$ cat config.mk
export PLATFORM = sky130hd
export DESIGN_NAME = vvds_ctrl
export DESIGN_NICKNAME = d
export VERILOG_FILES = /design/src/rtl/core/vvds_pkg.sv /design/src/rtl/core/vvds_ctrl.sv
export SDC_FILE = /design/constraint.sdc
export NUM_CORES = 1
export LEC_CHECK = 0
export BUFFER_PORTS_ARGS = -buffer_cell sky130_fd_sc_hd__buf_2
export CAP_MARGIN = 20
export CORE_MARGIN = 2
export CORE_UTILIZATION = 43
export DETAILED_ROUTE_END_ITERATION = 6
export GPL_ROUTABILITY_DRIVEN = 1
export PLACE_DENSITY = 0.76
export SLEW_MARGIN = 30
export SYNTH_ARGS = -nofsm -noshare
export SYNTH_HDL_FRONTEND = slang
export SYNTH_SLANG_ARGS = --single-unit
$ cat constraint.sdc
create_clock -name clk -period 1.71 [get_ports clk]
set_clock_uncertainty 0.15 [all_clocks]
set_input_delay 0.171 -clock clk [delete_from_list [all_inputs] [get_ports clk]]
set_output_delay 0.171 -clock clk [all_outputs]
set_load 0.1 [all_outputs]
$ cat src/rtl/core/vvds_pkg.sv
// ============================================================================
// vvds_pkg
// Shared types, constants and helper tables for the regularised vortex
// velocity direct-sum block.
// ============================================================================
package vvds_pkg;

    // Default parameter values
    localparam int FRAC_BITS_DEF = 16;
    localparam int ACC_WIDTH_DEF = 48;

    // Fixed-point constants (Q30 unless stated)
    localparam logic [30:0] Q30_ONE      = 31'h4000_0000;
    localparam logic [31:0] E_INV        = 32'd395007542;
    localparam logic [31:0] INV_TWO_PI   = 32'd170891319;
    localparam int          EXP_CUT      = 32;
    localparam logic [3:0]  HORNER_TERMS = 4'd12;
    localparam logic [6:0]  TERM_DIV_ITERS = 7'd64;

    // Input item
    typedef struct packed {
        logic signed [31:0] target_x;
        logic signed [31:0] target_y;
        logic signed [31:0] src_x;
        logic signed [31:0] src_y;
        logic signed [31:0] circulation;
        logic        [30:0] core_radius;
        logic               last;
    } vvds_in_t;

    // Result item
    typedef struct packed {
        logic signed [31:0] vel_u;
        logic signed [31:0] vel_v;
        logic               saturated;
    } vvds_out_t;

    // Operand selection for the shared multiplier
    typedef enum logic [3:0] {
        MUL_NONE,
        MUL_UXX,
        MUL_UYY,
        MUL_CORE,
        MUL_EF,
        MUL_RECIP,
        MUL_QK,
        MUL_EINV,
        MUL_CG,
        MUL_WUY,
        MUL_WUX,
        MUL_SLO,
        MUL_SHI
    } mul_op_t;

    // Operand selection for the shared divider
    typedef enum logic [1:0] {
        DIV_NONE,
        DIV_T,
        DIV_AX,
        DIV_AY
    } div_op_t;

    // Controller states
    typedef enum logic [4:0] {
        S_IDLE,
        S_SQX,
        S_SQY,
        S_R2,
        S_CHK,
        S_TPRE,
        S_TDIV,
        S_TCHK,
        S_H1,
        S_H2,
        S_H3,
        S_H4,
        S_EXP,
        S_EXP2,
        S_CG,
        S_W,
        S_AX,
        S_AXW,
        S_AXACC,
        S_AYW,
        S_AYACC,
        S_SC1,
        S_SC2,
        S_SC3,
        S_OUT
    } ctrl_state_t;

    // Commands from the controller to the datapath
    typedef struct packed {
        logic    load_in;
        mul_op_t mul_op;
        div_op_t div_op;
        logic    r2_part;
        logic    r2_sum;
        logic    c2_load;
        logic    g_one;
        logic    t_load;
        logic    h_x;
        logic    h_q;
        logic    h_step;
        logic    exp_step;
        logic    g_exp;
        logic    w_load;
        logic    acc_x;
        logic    acc_y;
        logic    sc_hi;
        logic    sc_lo;
        logic    sc_fin;
        logic    out_load;
    } vvds_cmd_t;

    // Status from the datapath to the controller
    typedef struct packed {
        logic r2_gt_min;
        logic t_pre_over;
        logic t_over;
        logic div_busy;
        logic k_last;
        logic n_zero;
        logic last;
        logic axis;
        logic res_busy;
    } vvds_sts_t;

    // Truncated reciprocal floor((2^32 - 1) / k) for the series divisors.
    function automatic logic [31:0] horner_recip(input logic [3:0] k);
        logic [31:0] r;
        case (k)
            4'd1:    r = 32'd4294967295;
            4'd2:    r = 32'd2147483647;
            4'd3:    r = 32'd1431655765;
            4'd4:    r = 32'd1073741823;
            4'd5:    r = 32'd858993459;
            4'd6:    r = 32'd715827882;
            4'd7:    r = 32'd613566756;
            4'd8:    r = 32'd536870911;
            4'd9:    r = 32'd477218588;
            4'd10:   r = 32'd429496729;
            4'd11:   r = 32'd390451572;
            4'd12:   r = 32'd357913941;
            default: r = 32'd0;
        endcase
        return r;
    endfunction

endpackage

$ cat src/rtl/core/vvds_ctrl.sv
// ============================================================================
// vvds_ctrl
// Sequencing state machine: steps one source through squaring, core ratio,
// exponential, velocity terms, accumulation and output scaling.
// ============================================================================
module vvds_ctrl (
    input  logic                clk,
    input  logic                rst_n,
    input  logic                src_valid,
    output logic                src_ready,
    input  vvds_pkg::vvds_sts_t sts,
    output vvds_pkg::vvds_cmd_t cmd
);
    import vvds_pkg::*;

    ctrl_state_t state_reg;
    ctrl_state_t state_next;

    // State register
    always_ff @(posedge clk or negedge rst_n)
    begin
        if (!rst_n)
        begin
            state_reg <= S_IDLE;
        end
        else
        begin
            state_reg <= state_next;
        end
    end

    // Next state and commands
    always_comb
    begin
        state_next = state_reg;
        cmd        = '0;
        cmd.mul_op = MUL_NONE;
        cmd.div_op = DIV_NONE;
        src_ready  = 1'b0;
        case (state_reg)
            S_IDLE:
            begin
                src_ready = 1'b1;
                if (src_valid)
                begin
                    cmd.load_in = 1'b1;
                    state_next  = S_SQX;
                end
            end
            S_SQX:
            begin
                cmd.mul_op = MUL_UXX;
                state_next = S_SQY;
            end
            S_SQY:
            begin
                cmd.mul_op  = MUL_UYY;
                cmd.r2_part = 1'b1;
                state_next  = S_R2;
            end
            S_R2:
            begin
                cmd.mul_op = MUL_CORE;
                cmd.r2_sum = 1'b1;
                state_next = S_CHK;
            end
            S_CHK:
            begin
                cmd.c2_load = 1'b1;
                if (sts.r2_gt_min)
                begin
                    state_next = S_TPRE;
                end
                else
                begin
                    state_next = sts.last ? S_SC1 : S_IDLE;
                end
            end
            // Core ratio, or straight to full weight when far outside the core
            S_TPRE:
            begin
                if (sts.t_pre_over)
                begin
                    cmd.g_one  = 1'b1;
                    state_next = S_CG;
                end
                else
                begin
                    cmd.div_op = DIV_T;
                    state_next = S_TDIV;
                end
            end
            S_TDIV:
            begin
                if (!sts.div_busy)
                begin
                    state_next = S_TCHK;
                end
            end
            S_TCHK:
            begin
                if (sts.t_over)
                begin
                    cmd.g_one  = 1'b1;
                    state_next = S_CG;
                end
                else
                begin
                    cmd.t_load = 1'b1;
                    state_next = S_H1;
                end
            end
            // Series for the fractional part of the exponent
            S_H1:
            begin
                cmd.mul_op = MUL_EF;
                state_next = S_H2;
            end
            S_H2:
            begin
                cmd.mul_op = MUL_RECIP;
                cmd.h_x    = 1'b1;
                state_next = S_H3;
            end
            S_H3:
            begin
                cmd.mul_op = MUL_QK;
                cmd.h_q    = 1'b1;
                state_next = S_H4;
            end
            S_H4:
            begin
                cmd.h_step = 1'b1;
                state_next = sts.k_last ? S_EXP : S_H1;
            end
            // Integer part of the exponent by repeated multiplication
            S_EXP:
            begin
                if (sts.n_zero)
                begin
                    cmd.g_exp  = 1'b1;
                    state_next = S_CG;
                end
                else
                begin
                    cmd.mul_op = MUL_EINV;
                    state_next = S_EXP2;
                end
            end
            S_EXP2:
            begin
                cmd.exp_step = 1'b1;
                state_next   = S_EXP;
            end
            // Weighted circulation and the two velocity terms
            S_CG:
            begin
                cmd.mul_op = MUL_CG;
                state_next = S_W;
            end
            S_W:
            begin
                cmd.mul_op = MUL_WUY;
                cmd.w_load = 1'b1;
                state_next = S_AX;
            end
            S_AX:
            begin
                cmd.div_op = DIV_AX;
                cmd.mul_op = MUL_WUX;
                state_next = S_AXW;
            end
            S_AXW:
            begin
                if (!sts.div_busy)
                begin
                    state_next = S_AXACC;
                end
            end
            S_AXACC:
            begin
                cmd.acc_x  = 1'b1;
                cmd.div_op = DIV_AY;
                state_next = S_AYW;
            end
            S_AYW:
            begin
                if (!sts.div_busy)
                begin
                    state_next = S_AYACC;
                end
            end
            S_AYACC:
            begin
                cmd.acc_y  = 1'b1;
                state_next = sts.last ? S_SC1 : S_IDLE;
            end
            // Output scaling, one axis per pass
            S_SC1:
            begin
                cmd.mul_op = MUL_SLO;
                cmd.sc_hi  = 1'b1;
                state_next = S_SC2;
            end
            S_SC2:
            begin
                cmd.mul_op = MUL_SHI;
                cmd.sc_lo  = 1'b1;
                state_next = S_SC3;
            end
            S_SC3:
            begin
                cmd.sc_fin = 1'b1;
                state_next = sts.axis ? S_OUT : S_SC1;
            end
            S_OUT:
            begin
                if (!sts.res_busy)
                begin
                    cmd.out_load = 1'b1;
                    state_next   = S_IDLE;
                end
            end
            default:
            begin
                state_next = S_IDLE;
            end
        endcase
    end

endmodule

==> results of run 1 <==
[cell families after synthesis]
logic type / share of synthesized area
and+or+nand+nor: 0.429
AOI/OAI and AO/OA: 0.290
buffers and inverters: 0.0889
DFF: 0.143
xor gates and xnor gates: 0.0201
muxes: 0.0287
[through the flow]
stage	setup WS [ps]	cells	setup TNS, ps
after global placement	-98.5	220	-555
after floorplan	-459	127	-5480
[synth_stat cells, types with 3 or more instances]
master     n
nor4_1     3
o21ai_0    5
nand2_1   14
nand2b_1   5
dfrtp_1    5
nand3_1    4
inv_1      4
buf_2      8
nor3_1     3
o21ai_1    3
a21oi_1    7
nor2_1    19
nand4_1    3
==> results.sh, run 1 <==
export IMPL_ys_flop_type="dfrtp_1"
export IMPL_error_line="[ERROR DPL-0038] Utilization greater than 100%, impossible to legalize"
export IMPL_io_pins=37
export IMPL_synth_area_leader_cell="dfrtp_1"
export IMPL_port_buffers=36
export IMPL_ys_warn_count=0
export IMPL_synth_distinct_cells=49
export IMPL_synth_edff_count=0
export IMPL_netlist_area_leader_share=0.143
export IMPL_synth_nets=139
export IMPL_initial_core_util=0.449
export IMPL_synth_avg_cell_area_um2=6.87
export IMPL_gp_congestion=0.923
export IMPL_status="aborted with a tool error"
export IMPL_netlist_top_cells_area="dfrtp_1, nor2_1, nand2_1"
export IMPL_ys_seq_area_frac=0.143
export IMPL_syn_area_um2=872
export IMPL_stop_stage="detailed placement (3_5_place_dp)"
export IMPL_rows=16
export IMPL_die_w_um=49.0
export IMPL_synth_seq_cells=5
export IMPL_synth_cells=127
export IMPL_async_flop_share=1.00
export IMPL_die_h_um=49.0
==> run 2, diff against run 1 <==
- CORE_AREA: default -> 2 2 63 65
- CORE_MARGIN: 2 -> default
- CORE_UTILIZATION: 43 -> default
- DIE_AREA: default -> 0 0 65 67
- PLACE_DENSITY: 0.76 -> default
- PLACE_DENSITY_LB_ADDON: default -> 0.15
- clock period: 1.71 -> 2.22 ns (I/O delays scaled with it)
==> results.sh, run 2 <==
export IMPL_layout_worst_path_cycle_share=0.967
export IMPL_fill_cells=334
export IMPL_cp_data_arrival_time_ps=1770
export IMPL_dp_hpwl_um=2640
export IMPL_ys_warn_count=0
export IMPL_grt_pass1_vias=1138
export IMPL_ys_flop_type="dfrtp_1"
export IMPL_die_w_um=65
export IMPL_num_vias=1145
export IMPL_async_flop_share=1.00
export IMPL_holdCritPathClass="primary input to flip-flop"
export IMPL_cp_top_family="buffers and inverters"
export IMPL_crit_type="flip-flop to output pin"
export IMPL_reg2reg_from="state_reg[1]"
export IMPL_rows=22
export IMPL_syn_area_um2=872
export IMPL_area_growth_pct=108
export IMPL_critPathBufInv=3
export IMPL_cts_made_buffers=3
export IMPL_drive_above_1_share=0.551
export IMPL_ff_latch_area_um2=130
export IMPL_reg2reg_slack_ps=240
export IMPL_slew_headroom=0.786
export IMPL_nNetsFinal=191
export IMPL_crit_path_cell_trace="buf_4 > nor3b_1 > buf_4 > nor3b_4 > buf_12"
export IMPL_first_pass_iters=4
export IMPL_maxCapViolCount=0
export IMPL_ant_nets=0
export IMPL_status="complete, no violations"
export IMPL_min_period_ps=2150
export IMPL_io_pins=37
export IMPL_critPathLaunchType="flip-flop"
export IMPL_drt_iter0_markers=43
export IMPL_hold_end="state_reg[2]"
export IMPL_die_area_mm2=0.00436
export IMPL_synth_cells=127
export IMPL_globalRouteOverflowTotal=0
export IMPL_hold_depth=3
export IMPL_cts_root_buffer="clkbuf_8"
export IMPL_multi_input_area_um2=840
export IMPL_h_tree_depth=1
export IMPL_fp_coreArea_mm2=0.00361
export IMPL_grt_max_degree=18
export IMPL_crit_start="state_reg[1]"
export IMPL_holdWs_ps=144
export IMPL_end_kind="output pin"
export IMPL_final_common_cell="buf_12"
export IMPL_min_from="sts[5]"
export IMPL_synth_area_leader_cell="dfrtp_1"
export IMPL_ys_seq_area_frac=0.143
export IMPL_grt_setup_unrepaired="false"
export IMPL_drc=0
export IMPL_grt_pass1_wl_um=5660
export IMPL_cts_tree="built"
export IMPL_insertion_delay_ps=220
export IMPL_crit_top_cell="buf_4"
export IMPL_synth_nets=139
export IMPL_clockBufferDepth=2
export IMPL_synth_edff_count=0
export IMPL_postRouteWirelength_um=3270
export IMPL_die_h_um=67
export IMPL_maxSlewViolCount=0
export IMPL_worstPathRequired_ps=1850
export IMPL_largest_register_ff_count=5
export IMPL_hold_viol_final=0
export IMPL_max_freq_mhz=466
export IMPL_netlist_top_cells_area="dfrtp_1, nor2_1, nand2_1"
export IMPL_path_max_fanout=17
export IMPL_synth_seq_cells=5
export IMPL_initial_core_util=0.242
export IMPL_netlist_area_leader_share=0.143
export IMPL_most_common_layout_cells="buf_12, buf_4, nand2_1, buf_2, nor2_1"
export IMPL_crit_slowest_cell="dfrtp_2"
export IMPL_cts_clk_slew_worst_paths_ps=30
export IMPL_synth_most_common_cell="nor2_1"
export IMPL_r2r_end="state_reg[1]"
export IMPL_synth_common_cells="nor2_1, nand2_1, buf_2"
export IMPL_synth_avg_cell_area_um2=6.87
export IMPL_gp_congestion=0.828
export IMPL_cts_sinks=5
export IMPL_antenna_found_initial=0
export IMPL_wl_per_cell_um=14.5
export IMPL_r2r_cells=5
export IMPL_grt_use_total=0.165
export IMPL_num_antenna_cells=0
export IMPL_setup_viol=0
export IMPL_port_buffers=36
export IMPL_critPathMaxStageDelay_ps=520
export IMPL_worst_pin_slew_ps=321
export IMPL_via_per_inst=5.07
export IMPL_synth_distinct_cells=49
run 2: repair_timing:
action,in CTS,in global routing
setup endpoints to repair,5,7
hold buffers,1,0
pin swaps,0,1
endpoints found under the hold margin,5,0
buffers inserted,0,2
gates resized for setup,1,4
run 2: layout make-up:
class | instances | area share
Multi-Input combinational cell | 106 | 0.462
Clock buffer | 4 | 0.0248
Timing Repair Buffer | 58 | 0.398
Sequential cell | 5 | 0.0716
Tap cell | 48 | 0.0331
Inverter | 5 | 0.0103
run 2: through the flow:
step,TNS (ps),utilization,cells,setup slack [ps],instance area [µm²]
floorplan,-1040,-,127,-429,1050
global placement,0,0.481,219,243,1740
detailed placement,0,0.481,219,150,1740
CTS,0,0.497,224,23.7,1790
global route,0,0.504,226,13.3,1820
finish,0,0.504,226,73.3,1820
run 2: worst max path at each step:
| stage | cells after the start | slack [ps] | end |
|---|---|---|---|
| 5_1_grt | 6 | 10 | cmd[19] |
| 3_5_place_dp | 5 | 150 | state_reg[1] |
| 3_3_place_gp | 6 | 240 | cmd[22] |
| 2_1_floorplan | 4 | -430 | cmd[5] |
| 4_1_cts | 4 | 20 | cmd[17] |
| 6_report | 5 | 70 | cmd[0] |
run 2: cell families after synthesis:
kind of cell,share of synthesized area
AOI/OAI and AO/OA,0.290
xor gates and xnor gates,0.0201
buffers and inverters,0.0889
DFF,0.143
muxes,0.0287
and+or+nand+nor,0.429
run 2: worst register-to-register path, delay by kind of cell, from the launching register on:
kind	cells	cell delay (ps)
buffers and inverters	1	210
muxes	1	330
DFF	1	520
AOI/OAI and AO/OA	1	150
and+or+nand+nor	2	500
run 2: routing by layer:
metal / up-vias / track usage / routed length (µm) / part of all wire
met5: - / 0 / 0 / 0
met4: 0 / 0.0612 / 64 / 0.020
met3: 6 / 0.0169 / 157 / 0.048
met2: 36 / 0.247 / 1520 / 0.46
met1: 540 / 0.240 / 1530 / 0.47
li1: 563 / - / - / -
Power of run 2 is not shown: default switching activity piles up to over one toggle a cycle in this logic, so the estimate is an artifact.
==> run 3, diff against run 2 <==
- ABC_AREA: default -> 1
==> results.sh, run 3 <==
export IMPL_status="complete, no violations"
export IMPL_dp_hpwl_um=2320
export IMPL_die_w_um=65
export IMPL_cts_made_buffers=3
export IMPL_io_pins=37
export IMPL_die_h_um=67
export IMPL_grt_setup_unrepaired="false"
export IMPL_grt_pass1_wl_um=4450
export IMPL_layout_worst_path_cycle_share=0.928
export IMPL_ys_flop_type="dfrtp_1"
export IMPL_maxCapViolCount=0
export IMPL_reg2reg_slack_ps=530
export IMPL_drt_iter0_markers=44
export IMPL_end_kind="output pin"
export IMPL_synth_cells=144
export IMPL_ant_nets=0
export IMPL_die_area_mm2=0.00436
export IMPL_crit_path_cell_trace="nor2_4 > inv_1 > nor2_2 > nand2_1 > o211ai_1 > buf_12"
export IMPL_port_buffers=36
export IMPL_rows=22
export IMPL_worstPathRequired_ps=1850
export IMPL_ff_latch_area_um2=129
export IMPL_synth_common_cells="nand2_1, nor2_1, inv_1"
export IMPL_postRouteWirelength_um=2660
export IMPL_area_growth_pct=69.4
export IMPL_ys_seq_area_frac=0.160
export IMPL_most_common_layout_cells="nand2_1, nor2_1, buf_2, inv_1, nor2_4"
export IMPL_first_pass_iters=4
export IMPL_synth_nets=156
export IMPL_pre_cts_ws_ps=241
export IMPL_fp_coreArea_mm2=0.00361
export IMPL_grt_pass1_vias=991
export IMPL_setup_viol=0
export IMPL_crit_type="flip-flop to output pin"
export IMPL_maxSlewViolCount=0
export IMPL_synth_edff_count=0
export IMPL_cts_clk_slew_worst_paths_ps=40
export IMPL_antenna_found_initial=0
export IMPL_worst_pin_slew_ps=491
export IMPL_use_met3=0.0152
export IMPL_holdCritPathClass="primary input to flip-flop"
export IMPL_grt_busiest_layer="met2"
export IMPL_cts_sinks=5
export IMPL_min_period_ps=2060
export IMPL_drc=0
export IMPL_synth_distinct_cells=23
export IMPL_num_vias=1046
export IMPL_via_per_inst=4.47
export IMPL_largest_register_ff_count=5
export IMPL_initial_core_util=0.217
export IMPL_wl_per_cell_um=11.3
export IMPL_ys_warn_count=0
export IMPL_cp_top_family="flip-flops"
export IMPL_grt_use_total=0.130
export IMPL_clockBufferDepth=2
export IMPL_cp_data_arrival_time_ps=1690
export IMPL_gp_congestion=0.809
export IMPL_globalRouteOverflowTotal=0
export IMPL_postLayoutSetupSlackWorst_ps=161
export IMPL_grtUsageMet2=0.229
export IMPL_r2r_cells=9
export IMPL_async_flop_share=1.00
export IMPL_slew_headroom=0.675
export IMPL_fill_cells=390
export IMPL_reg2reg_from="state_reg[1]"
export IMPL_instances_no_fill=234
export IMPL_nNetsFinal=199
export IMPL_hold_viol_final=0
export IMPL_final_common_cell="nand2_1"
export IMPL_synth_area_leader_cell="nand2_1"
export IMPL_dp_cells=227
export IMPL_h_tree_depth=1
export IMPL_grt_max_degree=11
export IMPL_cts_root_buffer="clkbuf_8"
export IMPL_drive_above_1_share=0.430
export IMPL_multi_input_area_um2=674
export IMPL_synth_avg_cell_area_um2=5.43
export IMPL_synth_seq_cells=5
export IMPL_min_from="sts[5]"
export IMPL_synth_most_common_cell="nand2_1"
export IMPL_max_freq_mhz=486
export IMPL_netlist_top_cells_area="nand2_1, nor2_1, dfrtp_1"
export IMPL_cts_tree="built"
export IMPL_grt_util_met1=0.159
export IMPL_crit_slowest_cell="dfrtp_1"
export IMPL_insertion_delay_ps=220
export IMPL_critPathMaxStageDelay_ps=490
export IMPL_hold_end="state_reg[2]"
export IMPL_critPathBufInv=2
export IMPL_num_antenna_cells=0
export IMPL_r2r_end="state_reg[1]"
export IMPL_syn_area_um2=782
export IMPL_path_max_fanout=5
export IMPL_netlist_area_leader_share=0.202
export IMPL_critPathLaunchType="flip-flop"
export IMPL_hold_depth=3
-- run 3: worst min-delay path: stages --
cell	delay, ps
buf_2	90
nand2_1	50
nand2_1	60
-- run 3: layout make-up --
class	instances	share of cell area
Multi-Input combinational cell	116	0.509
Tap cell	48	0.0453
Sequential cell	5	0.0973
Timing Repair Buffer	40	0.251
Inverter	21	0.0633
Clock buffer	4	0.0340
-- run 3: how the worst max path moves through the flow --
stage / end / cells after the start / slack, ps / startpoint
after floorplan: cmd[21] / 3 / -360 / state_reg[1]
after CTS: cmd[21] / 6 / 4 / state_reg[0]
after global routing: cmd[21] / 6 / 60 / state_reg[1]
after global placement: cmd[21] / 6 / 280 / state_reg[0]
after detailed placement: cmd[21] / 6 / 240 / state_reg[0]
final: cmd[21] / 6 / 160 / state_reg[1]
-- run 3: logic make-up (layout without fill, tap and decap cells) --
logic type / count (synthesis) / after routing / synth area share
AOI/OAI and AO/OA: 9 / 9 / 0.0736
DFF: 5 / 5 / 0.160
buffers and inverters: 23 / 65 / 0.117
and+or+nand+nor: 107 / 107 / 0.650
-- run 3: layer usage --
metal	vias to the layer above	wire (µm)
li1	538	-
met1	468	1170
met2	36	1300
met3	4	144
met4	0	34
met5	-	0
-- run 3: stage by stage --
| step | area [µm²] | setup TNS [ps] | utilization | hold slack [ps] |
|---|---|---|---|---|
| final | 1330 | 0 | 0.367 | 87.3 |
| after global routing | 1330 | 0 | 0.367 | 122 |
| after CTS | 1310 | 0 | 0.363 | 95.0 |
| after detailed placement | 1250 | 0 | 0.348 | -108 |
| after global placement | 1250 | 0 | 0.348 | -113 |
| after floorplan | 901 | -2400 | - | -224 |
-- run 3: what timing repair did --
| item | CTS | global route |
|---|---|---|
| hold endpoints to repair | 5 | 0 |
| setup buffers | 0 | 2 |
| setup endpoints to repair | 0 | 3 |
| resized for setup | 0 | 1 |
| hold buffers | 1 | 0 |
Power of run 3 is left out for the same reason.
